[config.mk]
export PLATFORM = sky130hd
export DESIGN_NAME = mips_subset_execute_flat
export DESIGN_NICKNAME = d
export VERILOG_FILES = /design/src/mse_pkg.sv /design/src/mse_if.sv /design/src/mse_regfile.sv /design/src/mips_subset_execute.sv /design/src/flat_wrapper.sv
export VERILOG_INCLUDE_DIRS = /design/src /design/src/src
export SDC_FILE = /design/constraint.sdc
export NUM_CORES = 2
export LEC_CHECK = 0
export BUFFER_PORTS_ARGS = -buffer_cell sky130_fd_sc_hd__buf_2
export CAP_MARGIN = 15
export CORE_UTILIZATION = 65
export CTS_BUF_LIST = sky130_fd_sc_hd__clkbuf_8
export DETAILED_ROUTE_END_ITERATION = 10
export GPL_TIMING_DRIVEN = 0
export PLACE_DENSITY = 0.93
export SYNTH_ARGS = -nofsm -noshare
export SYNTH_HDL_FRONTEND = slang
export SYNTH_HIERARCHICAL = 1
export SYNTH_SLANG_ARGS = --single-unit
[constraint.sdc]
create_clock -name clk -period 10.75 [get_ports clk]
set_input_delay 1.075 -clock clk [delete_from_list [all_inputs] [get_ports clk]]
set_output_delay 1.075 -clock clk [all_outputs]
set_load 0.03 [all_outputs]
[src/mips_subset_execute_macros.svh]
// ----------------------------------------------------------------------------
// mips_subset_execute_macros
// Assertion macros shared by the core's RTL files.
// Each expects clk and rst_n in scope.
// ----------------------------------------------------------------------------
`ifndef MIPS_SUBSET_EXECUTE_MACROS_SVH
`define MIPS_SUBSET_EXECUTE_MACROS_SVH

// Same-cycle implication.
`define MSE_ASSERT_NOW(lbl, ante, cons, msg) \
  lbl: assert property (@(posedge clk) disable iff (!rst_n) (ante) |-> (cons)) \
    else $error(msg);

// Next-cycle implication.
`define MSE_ASSERT_NEXT(lbl, ante, cons, msg) \
  lbl: assert property (@(posedge clk) disable iff (!rst_n) (ante) |=> (cons)) \
    else $error(msg);

`endif

[src/mse_pkg.sv]
// ----------------------------------------------------------------------------
// mse_pkg
// Shared constants and types of the MIPS subset execute core.
// ----------------------------------------------------------------------------
package mse_pkg;

  localparam int REG_COUNT = 32;
  localparam int REG_AW    = $clog2(REG_COUNT);

  localparam logic [31:0] START_RESET = 32'h0040_0000;

  // Primary opcodes
  localparam logic [5:0] OP_SPECIAL = 6'h00;
  localparam logic [5:0] OP_J       = 6'h02;
  localparam logic [5:0] OP_JAL     = 6'h03;
  localparam logic [5:0] OP_BEQ     = 6'h04;
  localparam logic [5:0] OP_BNE     = 6'h05;
  localparam logic [5:0] OP_ADDIU   = 6'h09;
  localparam logic [5:0] OP_SLTIU   = 6'h0b;
  localparam logic [5:0] OP_ANDI    = 6'h0c;
  localparam logic [5:0] OP_ORI     = 6'h0d;
  localparam logic [5:0] OP_LUI     = 6'h0f;
  localparam logic [5:0] OP_LW      = 6'h23;
  localparam logic [5:0] OP_SW      = 6'h2b;

  // SPECIAL function codes
  localparam logic [5:0] FN_SLL  = 6'h00;
  localparam logic [5:0] FN_SRL  = 6'h02;
  localparam logic [5:0] FN_JR   = 6'h08;
  localparam logic [5:0] FN_ADD  = 6'h20;
  localparam logic [5:0] FN_ADDU = 6'h21;
  localparam logic [5:0] FN_SUB  = 6'h22;
  localparam logic [5:0] FN_SUBU = 6'h23;
  localparam logic [5:0] FN_AND  = 6'h24;
  localparam logic [5:0] FN_OR   = 6'h25;
  localparam logic [5:0] FN_NOR  = 6'h27;
  localparam logic [5:0] FN_SLTU = 6'h2b;

  // Memory request codes
  localparam logic [1:0] REQ_NONE  = 2'd0;
  localparam logic [1:0] REQ_READ  = 2'd1;
  localparam logic [1:0] REQ_WRITE = 2'd2;

  localparam logic [REG_AW-1:0] REG_RA = REG_AW'(REG_COUNT - 1);

  typedef struct packed {
    logic              en;
    logic [REG_AW-1:0] addr;
    logic [31:0]       data;
  } rf_wr_t;

  typedef struct packed {
    logic              en;
    logic [REG_AW-1:0] addr_a;
    logic [REG_AW-1:0] addr_b;
  } rf_rd_t;

endpackage

[src/mse_if.sv]
// ----------------------------------------------------------------------------
// mse_if
// Valid/ready channels of the core: instruction/load input, result, config.
// ----------------------------------------------------------------------------
interface mse_in_if;
  logic        valid;
  logic        ready;
  logic        kind;
  logic [31:0] instruction_word;
  logic [31:0] load_data;

  modport source (output valid, kind, instruction_word, load_data, input ready);
  modport sink   (input valid, kind, instruction_word, load_data, output ready);
endinterface

interface mse_out_if;
  logic        valid;
  logic        ready;
  logic [31:0] fetch_address;
  logic [1:0]  mem_request;
  logic [31:0] mem_address;
  logic [31:0] store_data;
  logic        halted;

  modport source (output valid, fetch_address, mem_request, mem_address, store_data,
                  halted, input ready);
  modport sink   (input valid, fetch_address, mem_request, mem_address, store_data,
                  halted, output ready);
endinterface

interface mse_cfg_if;
  logic        valid;
  logic        ready;
  logic [31:0] data;

  modport source (output valid, data, input ready);
  modport sink   (input valid, data, output ready);
endinterface

[src/mse_regfile.sv]
// ----------------------------------------------------------------------------
// mse_regfile
// 32 x 32 register file, one write port, two registered read ports.
// ----------------------------------------------------------------------------
`include "mips_subset_execute_macros.svh"

module mse_regfile (
  input  logic            clk,
  input  logic            rst_n,
  input  mse_pkg::rf_rd_t rd,
  input  mse_pkg::rf_wr_t wr,
  output logic [31:0]     rd_a,
  output logic [31:0]     rd_b
);
  import mse_pkg::*;

  logic [31:0]          mem [REG_COUNT];
  logic [REG_COUNT-1:0] vld_r;
  logic [31:0]          rd_a_r;
  logic [31:0]          rd_b_r;
  logic                 wr_ok;

  // r0 is never written, so its valid bit stays low and it reads zero
  assign wr_ok = wr.en && (wr.addr != '0);

  always_ff @(posedge clk) begin
    if (wr_ok) begin
      mem[wr.addr] <= wr.data;
    end
  end

  always_ff @(posedge clk) begin
    if (!rst_n) begin
      vld_r <= '0;
    end else if (wr_ok) begin
      vld_r[wr.addr] <= 1'b1;
    end
  end

  // Write-first: a read in the same cycle as a write to that entry sees the new data
  always_ff @(posedge clk) begin
    if (rd.en) begin
      if (wr_ok && wr.addr == rd.addr_a) begin
        rd_a_r <= wr.data;
      end else begin
        rd_a_r <= vld_r[rd.addr_a] ? mem[rd.addr_a] : '0;
      end
      if (wr_ok && wr.addr == rd.addr_b) begin
        rd_b_r <= wr.data;
      end else begin
        rd_b_r <= vld_r[rd.addr_b] ? mem[rd.addr_b] : '0;
      end
    end
  end

  assign rd_a = rd_a_r;
  assign rd_b = rd_b_r;

  `MSE_ASSERT_NOW(a_r0_never_valid, 1'b1, !vld_r[0], "r0 marked as written")
  `MSE_ASSERT_NEXT(a_r0_reads_zero_a, rd.en && rd.addr_a == '0, rd_a_r == '0, "r0 read nonzero")
  `MSE_ASSERT_NEXT(a_r0_reads_zero_b, rd.en && rd.addr_b == '0, rd_b_r == '0, "r0 read nonzero")

endmodule

[src/mips_subset_execute.sv]
// ----------------------------------------------------------------------------
// mips_subset_execute
// MIPS-32 subset core: one instruction or load-return transfer in, one result out.
// ----------------------------------------------------------------------------
// The core takes one input transfer per clock while the result channel is not
// stalled and returns one result per transfer, through an input register (with
// the register file read alongside it) and a result register. An lw result asks
// for a word read; the returned word must come back as the next input
// (kind 1) before any instruction is executed, so a load costs two input
// transfers. Writing cfg sets the PC at once. An all-zero word halts the core
// until reset. There is no clearing pass after reset.
`include "mips_subset_execute_macros.svh"

module mips_subset_execute (
  input logic      clk,
  input logic      rst_n,
  mse_in_if.sink   in_chan,
  mse_out_if.source out_chan,
  mse_cfg_if.sink  cfg_chan
);
  import mse_pkg::*;

  // Input stage
  logic        s1_v_r;
  logic        s1_kind_r;
  logic [31:0] s1_word_r;
  logic [31:0] s1_ld_r;

  // Architectural state
  logic [31:0]       pc_r,  pc_nxt;
  logic              run_r, run_nxt;
  logic              lp_r,  lp_nxt;
  logic [REG_AW-1:0] lt_r,  lt_nxt;

  // Result register
  logic        out_v_r;
  logic [31:0] out_pc_r;
  logic [1:0]  out_req_r,   req_nxt;
  logic [31:0] out_maddr_r, maddr_nxt;
  logic [31:0] out_sdata_r, sdata_nxt;
  logic        out_halt_r;

  logic        in_fire, exec_fire;
  rf_rd_t      rf_rd;
  rf_wr_t      rf_wr;
  logic [31:0] op_a, op_b;

  // Decode
  logic [5:0]        opc, fn;
  logic [REG_AW-1:0] rt, rd;
  logic [4:0]        sh;
  logic [31:0]       imm_z, imm_s, pc4, jtgt, sum_ai;

  assign exec_fire = s1_v_r && (!out_v_r || out_chan.ready);
  assign in_chan.ready = !s1_v_r || exec_fire;
  assign in_fire = in_chan.valid && in_chan.ready;
  assign cfg_chan.ready = 1'b1;

  assign rf_rd.en     = in_fire;
  assign rf_rd.addr_a = in_chan.instruction_word[25:21];
  assign rf_rd.addr_b = in_chan.instruction_word[20:16];

  mse_regfile u_rf (
    .clk  (clk),
    .rst_n(rst_n),
    .rd   (rf_rd),
    .wr   (rf_wr),
    .rd_a (op_a),
    .rd_b (op_b)
  );

  assign opc    = s1_word_r[31:26];
  assign rt     = s1_word_r[20:16];
  assign rd     = s1_word_r[15:11];
  assign sh     = s1_word_r[10:6];
  assign fn     = s1_word_r[5:0];
  assign imm_z  = {16'h0, s1_word_r[15:0]};
  assign imm_s  = {{16{s1_word_r[15]}}, s1_word_r[15:0]};
  assign pc4    = pc_r + 32'd4;
  assign jtgt   = {pc4[31:28], s1_word_r[25:0], 2'b00};
  assign sum_ai = op_a + imm_s;

  always_comb begin
    pc_nxt    = pc_r;
    run_nxt   = run_r;
    lp_nxt    = lp_r;
    lt_nxt    = lt_r;
    req_nxt   = REQ_NONE;
    maddr_nxt = '0;
    sdata_nxt = '0;
    rf_wr     = '0;
    if (exec_fire && run_r) begin
      if (s1_kind_r) begin
        if (lp_r) begin
          rf_wr.en   = 1'b1;
          rf_wr.addr = lt_r;
          rf_wr.data = s1_ld_r;
          lp_nxt     = 1'b0;
        end
      end else if (!lp_r) begin
        pc_nxt = pc4;
        if (s1_word_r == '0) begin
          run_nxt = 1'b0;
          pc_nxt  = pc_r;
        end else if (opc == OP_SPECIAL) begin
          rf_wr.addr = rd;
          case (fn)
            FN_ADD, FN_ADDU: begin
              rf_wr.en = 1'b1; rf_wr.data = op_a + op_b;
            end
            FN_SUB, FN_SUBU: begin
              rf_wr.en = 1'b1; rf_wr.data = op_a - op_b;
            end
            FN_AND: begin
              rf_wr.en = 1'b1; rf_wr.data = op_a & op_b;
            end
            FN_OR: begin
              rf_wr.en = 1'b1; rf_wr.data = op_a | op_b;
            end
            FN_NOR: begin
              rf_wr.en = 1'b1; rf_wr.data = ~(op_a | op_b);
            end
            FN_SLTU: begin
              rf_wr.en = 1'b1; rf_wr.data = {31'h0, op_a < op_b};
            end
            FN_SLL: begin
              rf_wr.en = 1'b1; rf_wr.data = op_b << sh;
            end
            FN_SRL: begin
              rf_wr.en = 1'b1; rf_wr.data = op_b >> sh;
            end
            FN_JR: pc_nxt = op_a;
            default: ;
          endcase
        end else begin
          rf_wr.addr = rt;
          case (opc)
            OP_ADDIU: begin
              rf_wr.en = 1'b1; rf_wr.data = sum_ai;
            end
            OP_ANDI: begin
              rf_wr.en = 1'b1; rf_wr.data = op_a & imm_z;
            end
            OP_ORI: begin
              rf_wr.en = 1'b1; rf_wr.data = op_a | imm_z;
            end
            OP_SLTIU: begin
              rf_wr.en = 1'b1; rf_wr.data = {31'h0, op_a < imm_s};
            end
            OP_LUI: begin
              rf_wr.en = 1'b1; rf_wr.data = {s1_word_r[15:0], 16'h0};
            end
            OP_BEQ: begin
              if (op_a == op_b) pc_nxt = pc4 + {imm_s[29:0], 2'b00};
            end
            OP_BNE: begin
              if (op_a != op_b) pc_nxt = pc4 + {imm_s[29:0], 2'b00};
            end
            OP_LW: begin
              req_nxt   = REQ_READ;
              maddr_nxt = sum_ai;
              lp_nxt    = 1'b1;
              lt_nxt    = rt;
            end
            OP_SW: begin
              req_nxt   = REQ_WRITE;
              maddr_nxt = sum_ai;
              sdata_nxt = op_b;
            end
            OP_J: pc_nxt = jtgt;
            OP_JAL: begin
              rf_wr.en   = 1'b1;
              rf_wr.addr = REG_RA;
              rf_wr.data = pc_r + 32'd8;
              pc_nxt     = jtgt;
            end
            default: ;
          endcase
        end
      end
    end
  end

  always_ff @(posedge clk) begin
    if (!rst_n) begin
      s1_v_r  <= 1'b0;
      out_v_r <= 1'b0;
      pc_r    <= START_RESET;
      run_r   <= 1'b1;
      lp_r    <= 1'b0;
      lt_r    <= '0;
    end else begin
      if (in_fire) begin
        s1_v_r <= 1'b1;
      end else if (exec_fire) begin
        s1_v_r <= 1'b0;
      end
      if (exec_fire) begin
        out_v_r <= 1'b1;
      end else if (out_chan.ready) begin
        out_v_r <= 1'b0;
      end
      run_r <= run_nxt;
      lp_r  <= lp_nxt;
      lt_r  <= lt_nxt;
      // the user must send config transfers only while idle; the block does not enforce it
      if (cfg_chan.valid) begin
        pc_r <= cfg_chan.data;
      end else begin
        pc_r <= pc_nxt;
      end
    end
  end

  always_ff @(posedge clk) begin
    if (in_fire) begin
      s1_kind_r <= in_chan.kind;
      s1_word_r <= in_chan.instruction_word;
      s1_ld_r   <= in_chan.load_data;
    end
    if (exec_fire) begin
      out_pc_r    <= pc_nxt;
      out_req_r   <= req_nxt;
      out_maddr_r <= maddr_nxt;
      out_sdata_r <= sdata_nxt;
      out_halt_r  <= !run_nxt;
    end
  end

  assign out_chan.valid         = out_v_r;
  assign out_chan.fetch_address = out_pc_r;
  assign out_chan.mem_request   = out_req_r;
  assign out_chan.mem_address   = out_maddr_r;
  assign out_chan.store_data    = out_sdata_r;
  assign out_chan.halted        = out_halt_r;

  `MSE_ASSERT_NEXT(a_halt_sticky, !run_r, !run_r, "core restarted after halt")
  `MSE_ASSERT_NOW(a_halted_no_req, out_v_r && out_halt_r, out_req_r == REQ_NONE,
                  "memory request from halted core")
  `MSE_ASSERT_NEXT(a_lw_sets_pending, exec_fire && req_nxt == REQ_READ, lp_r,
                   "load issued without pending flag")

endmodule
[src/flat_wrapper.sv]
// flat-port wrapper written by rule: the top's interface ports become plain ports
module mips_subset_execute_flat import mse_pkg::*;
  (clk, rst_n, in_chan_valid, in_chan_kind, in_chan_instruction_word, in_chan_load_data, in_chan_ready, out_chan_valid, out_chan_fetch_address, out_chan_mem_request, out_chan_mem_address, out_chan_store_data, out_chan_halted, out_chan_ready, cfg_chan_valid, cfg_chan_data, cfg_chan_ready);
  mse_in_if in_chan_i ();
  mse_out_if out_chan_i ();
  mse_cfg_if cfg_chan_i ();
  input logic clk;
  input logic rst_n;
  input wire logic [$bits(in_chan_i.valid)-1:0] in_chan_valid;
  input wire logic [$bits(in_chan_i.kind)-1:0] in_chan_kind;
  input wire logic [$bits(in_chan_i.instruction_word)-1:0] in_chan_instruction_word;
  input wire logic [$bits(in_chan_i.load_data)-1:0] in_chan_load_data;
  output wire logic [$bits(in_chan_i.ready)-1:0] in_chan_ready;
  output wire logic [$bits(out_chan_i.valid)-1:0] out_chan_valid;
  output wire logic [$bits(out_chan_i.fetch_address)-1:0] out_chan_fetch_address;
  output wire logic [$bits(out_chan_i.mem_request)-1:0] out_chan_mem_request;
  output wire logic [$bits(out_chan_i.mem_address)-1:0] out_chan_mem_address;
  output wire logic [$bits(out_chan_i.store_data)-1:0] out_chan_store_data;
  output wire logic [$bits(out_chan_i.halted)-1:0] out_chan_halted;
  input wire logic [$bits(out_chan_i.ready)-1:0] out_chan_ready;
  input wire logic [$bits(cfg_chan_i.valid)-1:0] cfg_chan_valid;
  input wire logic [$bits(cfg_chan_i.data)-1:0] cfg_chan_data;
  output wire logic [$bits(cfg_chan_i.ready)-1:0] cfg_chan_ready;
  assign in_chan_i.valid = in_chan_valid;
  assign in_chan_i.kind = in_chan_kind;
  assign in_chan_i.instruction_word = in_chan_instruction_word;
  assign in_chan_i.load_data = in_chan_load_data;
  assign in_chan_ready = in_chan_i.ready;
  assign out_chan_valid = out_chan_i.valid;
  assign out_chan_fetch_address = out_chan_i.fetch_address;
  assign out_chan_mem_request = out_chan_i.mem_request;
  assign out_chan_mem_address = out_chan_i.mem_address;
  assign out_chan_store_data = out_chan_i.store_data;
  assign out_chan_halted = out_chan_i.halted;
  assign out_chan_i.ready = out_chan_ready;
  assign cfg_chan_i.valid = cfg_chan_valid;
  assign cfg_chan_i.data = cfg_chan_data;
  assign cfg_chan_ready = cfg_chan_i.ready;
  mips_subset_execute u_core (.clk(clk), .rst_n(rst_n), .in_chan(in_chan_i), .out_chan(out_chan_i), .cfg_chan(cfg_chan_i));
endmodule
==> results.py, run 1 <==
metrics = {
    "logic_synthesis": {
        "ys_warn_count": 6,
        "synth_seq_area_share_pct": 52.5,
        "avgSynthCellArea_um2": 14.0,
        "netlist_area_um2": 74400,
        "synthCells": 5336,
        "ys_types": 95,
        "ys_ff_latch": 1325,
        "synth-edff-count": 1252,
        "yosys.area.top_type": "edfxtp_1",
        "async_flop_share_pct": 0,
        "ys.flop_type": "edfxtp_1",
        "yosys-top-cells-area": "edfxtp_1, mux4_2, ha_1, mux2i_1, a21oi_1",
        "synth_top_area_share_pct": 50.5,
    },
    "place": {
        "port_buffers": 201,
        "gp_congestion": 1.10,
        "placed_cells": 7141,
        "dp_slack_ps": 3070,
        "place_area_um2": 79400,
        "dp_hpwl_um": 251000,
    },
    "clocking": {
        "clockRootBuffer": "clkbuf_8",
        "cts_buffer_depth": 3,
        "htreeDepth": 4,
        "postCtsHoldBufs": 0,
        "postCtsSetupBuffers": 0,
        "cts_buffers": 204,
        "clock_sinks": 1325,
        "post_cts_resized": 0,
    },
    "floorplan": {
        "start_util_pct": 65.9,
        "ios": 204,
        "dieHeight_um": 340,
        "die_x_um": 340,
        "row_count": 123,
    },
    "outcome": {
        "status": "aborted with a tool error",
        "error_line": "[ERROR GRT-0232] Routing congestion too high. Check the congestion heatmap in the GUI.",
        "stop_stage": "5_1_grt",
    },
    "global_routing": {
        "antenna_found_initial": 72,
        "grt_use_total_pct": 77.1,
        "grt_overflow_total": 76,
        "grt_max_degree": 73,
    },
}
-- logic make-up after synthesis --
group | Yosys count | synth area share [%]
adders and majority gates | 214 | 3.64
DFF | 1325 | 52.5
buffers and inverters | 564 | 3.52
xor gates and xnor gates | 149 | 1.75
AOI/OAI and AO/OA | 1201 | 10.4
other | 2 | 0.0101
muxes | 827 | 21.6
and+or+nand+nor | 1054 | 6.60
-- Yosys cell counts (30+ instances only) --
library cell,count
edfxtp_1,1252
mux4_2,580
nor2_1,365
a21oi_1,319
nand2_1,300
o21ai_0,223
clkbuf_1,214
ha_1,210
mux2i_1,206
inv_1,165
xnor2_1,100
buf_2,75
dfxtp_1,73
o21ai_1,70
o22ai_1,69
nor3_1,65
and3_1,60
nand3_1,55
xor2_1,49
buf_1,47
o211ai_1,47
a21o_1,42
o21a_1,41
a221oi_1,39
a211oi_1,35
a31oi_1,35
o21bai_1,35
mux4_1,34
nand2b_1,33
a22oi_1,30
-- through the flow --
step | hold slack [ps] | setup TNS, ps | utilization (%)
after floorplan | 440 | 0 | -
after global placement | 460 | -2544890 | 68.6
after detailed placement | 479 | 0 | 70.3
after CTS | 208 | 0 | 73.7
-- layer usage --
metal | global-route usage, % | overflow
met4 | 71.2 | 37
met3 | 65.5 | 3
met1 | 79.4 | 4
met2 | 90.0 | 31
met5 | 39.7 | 1
==> inputs of run 2 (changes only) <==
--- a/config.mk
+++ b/config.mk
@@ -8,11 +8,10 @@
 export LEC_CHECK = 0
 export BUFFER_PORTS_ARGS = -buffer_cell sky130_fd_sc_hd__buf_2
 export CAP_MARGIN = 15
-export CORE_UTILIZATION = 65
-export CTS_BUF_LIST = sky130_fd_sc_hd__clkbuf_8
+export CORE_UTILIZATION = 40
 export DETAILED_ROUTE_END_ITERATION = 10
 export GPL_TIMING_DRIVEN = 0
-export PLACE_DENSITY = 0.93
+export PLACE_DENSITY_LB_ADDON = 0.15
 export SYNTH_ARGS = -nofsm -noshare
 export SYNTH_HDL_FRONTEND = slang
 export SYNTH_HIERARCHICAL = 1
==> results.py, run 2 <==
metrics = {
    "outcome": {
        "status": "complete, no violations",
    },
    "worst_setup_path": {
        "crit_arrival_ps": 8740,
        "critPathLaunchType": "register",
        "rrSetupSlack_ps": 2560,
        "critPathMaxFanout": 16,
        "crit_chain": "clkbuf_1 > inv_1 > clkbuf_1 > buf_1 > clkbuf_1 > ha_1 > and4_1 > nand3_1 > a211o_1 > a2111oi_0 > nor3_1 > o31a_1 > o41ai_2 > mux2_1 > a221oi_1 > nor3b_2 > buf_6 > buf_6",
        "crit_end": "u_core/u_rf/mem[17][25]",
        "critPathKind": "register to register",
        "critPathBufInv": 7,
        "cp-startpoint": "u_core/s1_word_r[9]",
        "slowest_stage": "clkbuf_1",
        "reg2reg_to": "u_core/u_rf/mem[17][25]",
        "path_depth": 18,
        "cp-end-kind": "register",
        "max_stage_delay_ps": 820,
        "regToRegStartpoint": "u_core/s1_word_r[9]",
        "reg2reg_depth": 18,
        "worst_path_most_repeated_cell": "clkbuf_1",
        "cp_top_family": "buffers and inverters",
        "cp.required_ps": 11300,
    },
    "power_and_ir_drop": {
        "vdd_drop_max_mv": 0.171,
        "power_mw": 12.7,
        "power_density_nw_per_um2": 147,
        "leakage_nw": 27.4,
    },
    "final_layout": {
        "largest_register_ffs": 1024,
        "utilization_pct": 46.7,
        "regMostFlops": "u_core/u_rf/mem",
        "final_cell_area_um2": 86000,
        "nNetsFinal": 6130,
        "area_growth_syn_to_layout_pct": 15.5,
        "mostFrequentLayoutCell": "edfxtp_1",
        "final_cell_mix": "edfxtp_1, mux4_2, nor2_1",
        "layout-drive-gt1-share_pct": 22.3,
    },
    "route": {
        "drc": 0,
        "final_antenna_net_count": 0,
        "via_count": 55000,
        "drt_iter0_drc": 7030,
        "first_pass_iters": 8,
        "avgViaCountPerCell": 6.55,
        "wl_um": 327000,
        "routedWlPerCell_um": 38.9,
    },
    "logic_synthesis": {
        "synthCells": 5336,
        "ys_ff_latch": 1325,
        "synth_seq_area_share_pct": 52.5,
        "ys_types": 95,
        "synth.most_common_cell": "edfxtp_1",
        "async_flop_share_pct": 0,
        "ys.flop_type": "edfxtp_1",
        "avgSynthCellArea_um2": 14.0,
        "ys_warn_count": 6,
        "ys_top_cells_by_count": "edfxtp_1, mux4_2, nor2_1",
        "yosys-top-cells-area": "edfxtp_1, mux4_2, ha_1, mux2i_1, a21oi_1",
        "netlist_area_um2": 74400,
        "yosys.area.top_type": "edfxtp_1",
        "synth-edff-count": 1252,
        "synth_top_area_share_pct": 50.5,
    },
    "clocking": {
        "postCtsSetupBuffers": 0,
        "clk_pin_slew_ps": 70,
        "worstSkewPairLatency_ps": 840,
        "post_cts_resized": 0,
        "htreeDepth": 4,
        "clockRootBuffer": "clkbuf_16",
        "clock_sinks": 1325,
        "cts_buffer_depth": 3,
        "cts_tree": "yes",
        "cts_buffers": 149,
        "postCtsHoldBufs": 0,
    },
    "job": {
        "cap_viol_max_count": 0,
    },
    "timing": {
        "slew_headroom_pct": 4.34,
        "fin_skew_ps": 33.9,
        "tns_ps": 0,
        "slew_viol_final": 0,
        "layout_min_cycle_time_ps": 8190,
        "finalHoldViolCount": 0,
        "period_share_pct": 76.2,
        "fmax_mhz": 122,
        "setup-violations-final": 0,
        "rsz0062_at_grt": "false",
        "tightestPinTransition_ps": 1430,
    },
    "worst_hold_path": {
        "timing.hold.worst.class": "input port to register",
    },
    "place": {
        "dp_hpwl_um": 247000,
        "port_buffers": 201,
        "place_area_um2": 81000,
        "gp_congestion": 1.06,
    },
    "floorplan": {
        "die_x_um": 433,
        "ios": 204,
        "dieArea_um2": 188000,
        "row_count": 157,
        "start_util_pct": 40.4,
        "fp.coreArea_um2": 184000,
        "dieHeight_um": 433,
    },
    "global_routing": {
        "grt_max_degree": 62,
        "grt_use_total_pct": 34.7,
        "antenna_found_initial": 10,
        "grt_pass1_vias": 53700,
        "grt_overflow_total": 0,
        "grt_first_pass_wirelength_um": 443000,
    },
}
run 2: cell counts after synthesis:
No cell type changed its count.
run 2: stage by stage:
step                      hold slack (ps)  instances  setup slack [ps]
after floorplan                       440       5367              2760
after global placement                458       8032             -5070
after detailed placement              469       8125              2780
after CTS                             376       8395              2740
after global routing                  395       8398              2530
final                                 425       8404              2560
run 2: cell families (layout without fill, tap and decap cells):
logic type / after synthesis / after routing / share of synthesized area (%)
flops: 1325 / 1325 / 52.5
compound gates: 1201 / 1201 / 10.4
simple gates: 1054 / 1054 / 6.60
mux: 827 / 827 / 21.6
buf+inv: 564 / 1130 / 3.52
fa+ha+maj: 214 / 214 / 3.64
xor+xnor: 149 / 149 / 1.75
other cells: 2 / 40 / 0.0101
run 2: final cells by class:
cell class / instances / area [um2]
well taps: 2464 / 3080
fillers: 16300 / 98100
flip-flops and latches: 1325 / 39100
clock inverters: 85 / 887
plain buffers: 396 / 1990
multi-input cells: 3478 / 33400
diodes: 7 / 17.5
repair buffers: 296 / 2960
inverters: 168 / 631
clock buffers: 185 / 4010
run 2: how the worst min path moves through the flow:
stage                                      from                     to  slack [ps]  cells past startpoint
CTS                        in_chan_load_data[0]      u_core/s1_ld_r[0]         380                      1
global placement           u_core/u_rf/vld_r[6]   u_core/u_rf/vld_r[6]         460                      1
detailed placement        u_core/u_rf/vld_r[20]  u_core/u_rf/vld_r[20]         470                      1
finish                     in_chan_load_data[0]      u_core/s1_ld_r[0]         430                      1
floorplan                  u_core/u_rf/vld_r[0]   u_core/u_rf/vld_r[0]         440                      1
global route        in_chan_instruction_word[4]    u_core/s1_word_r[4]         390                      1
run 2: report_power, final:
part	switching, mW	internal [mW]
registers	0.137	5.67
clock network	2.17	2.97
logic	1.15	0.554
total	3.46	9.20
run 2: layer usage:
layer / GRT usage, % / vias to the layer above / share of wire, %
li1: - / 22400 / -
met1: 44.7 / 28600 / 38
met2: 53.1 / 3333 / 45
met3: 6.83 / 762 / 9.1
met4: 23.0 / 2 / 7.7
met5: 0 / - / 0.0040
Note: power is estimated with default switching activity, not from simulation.
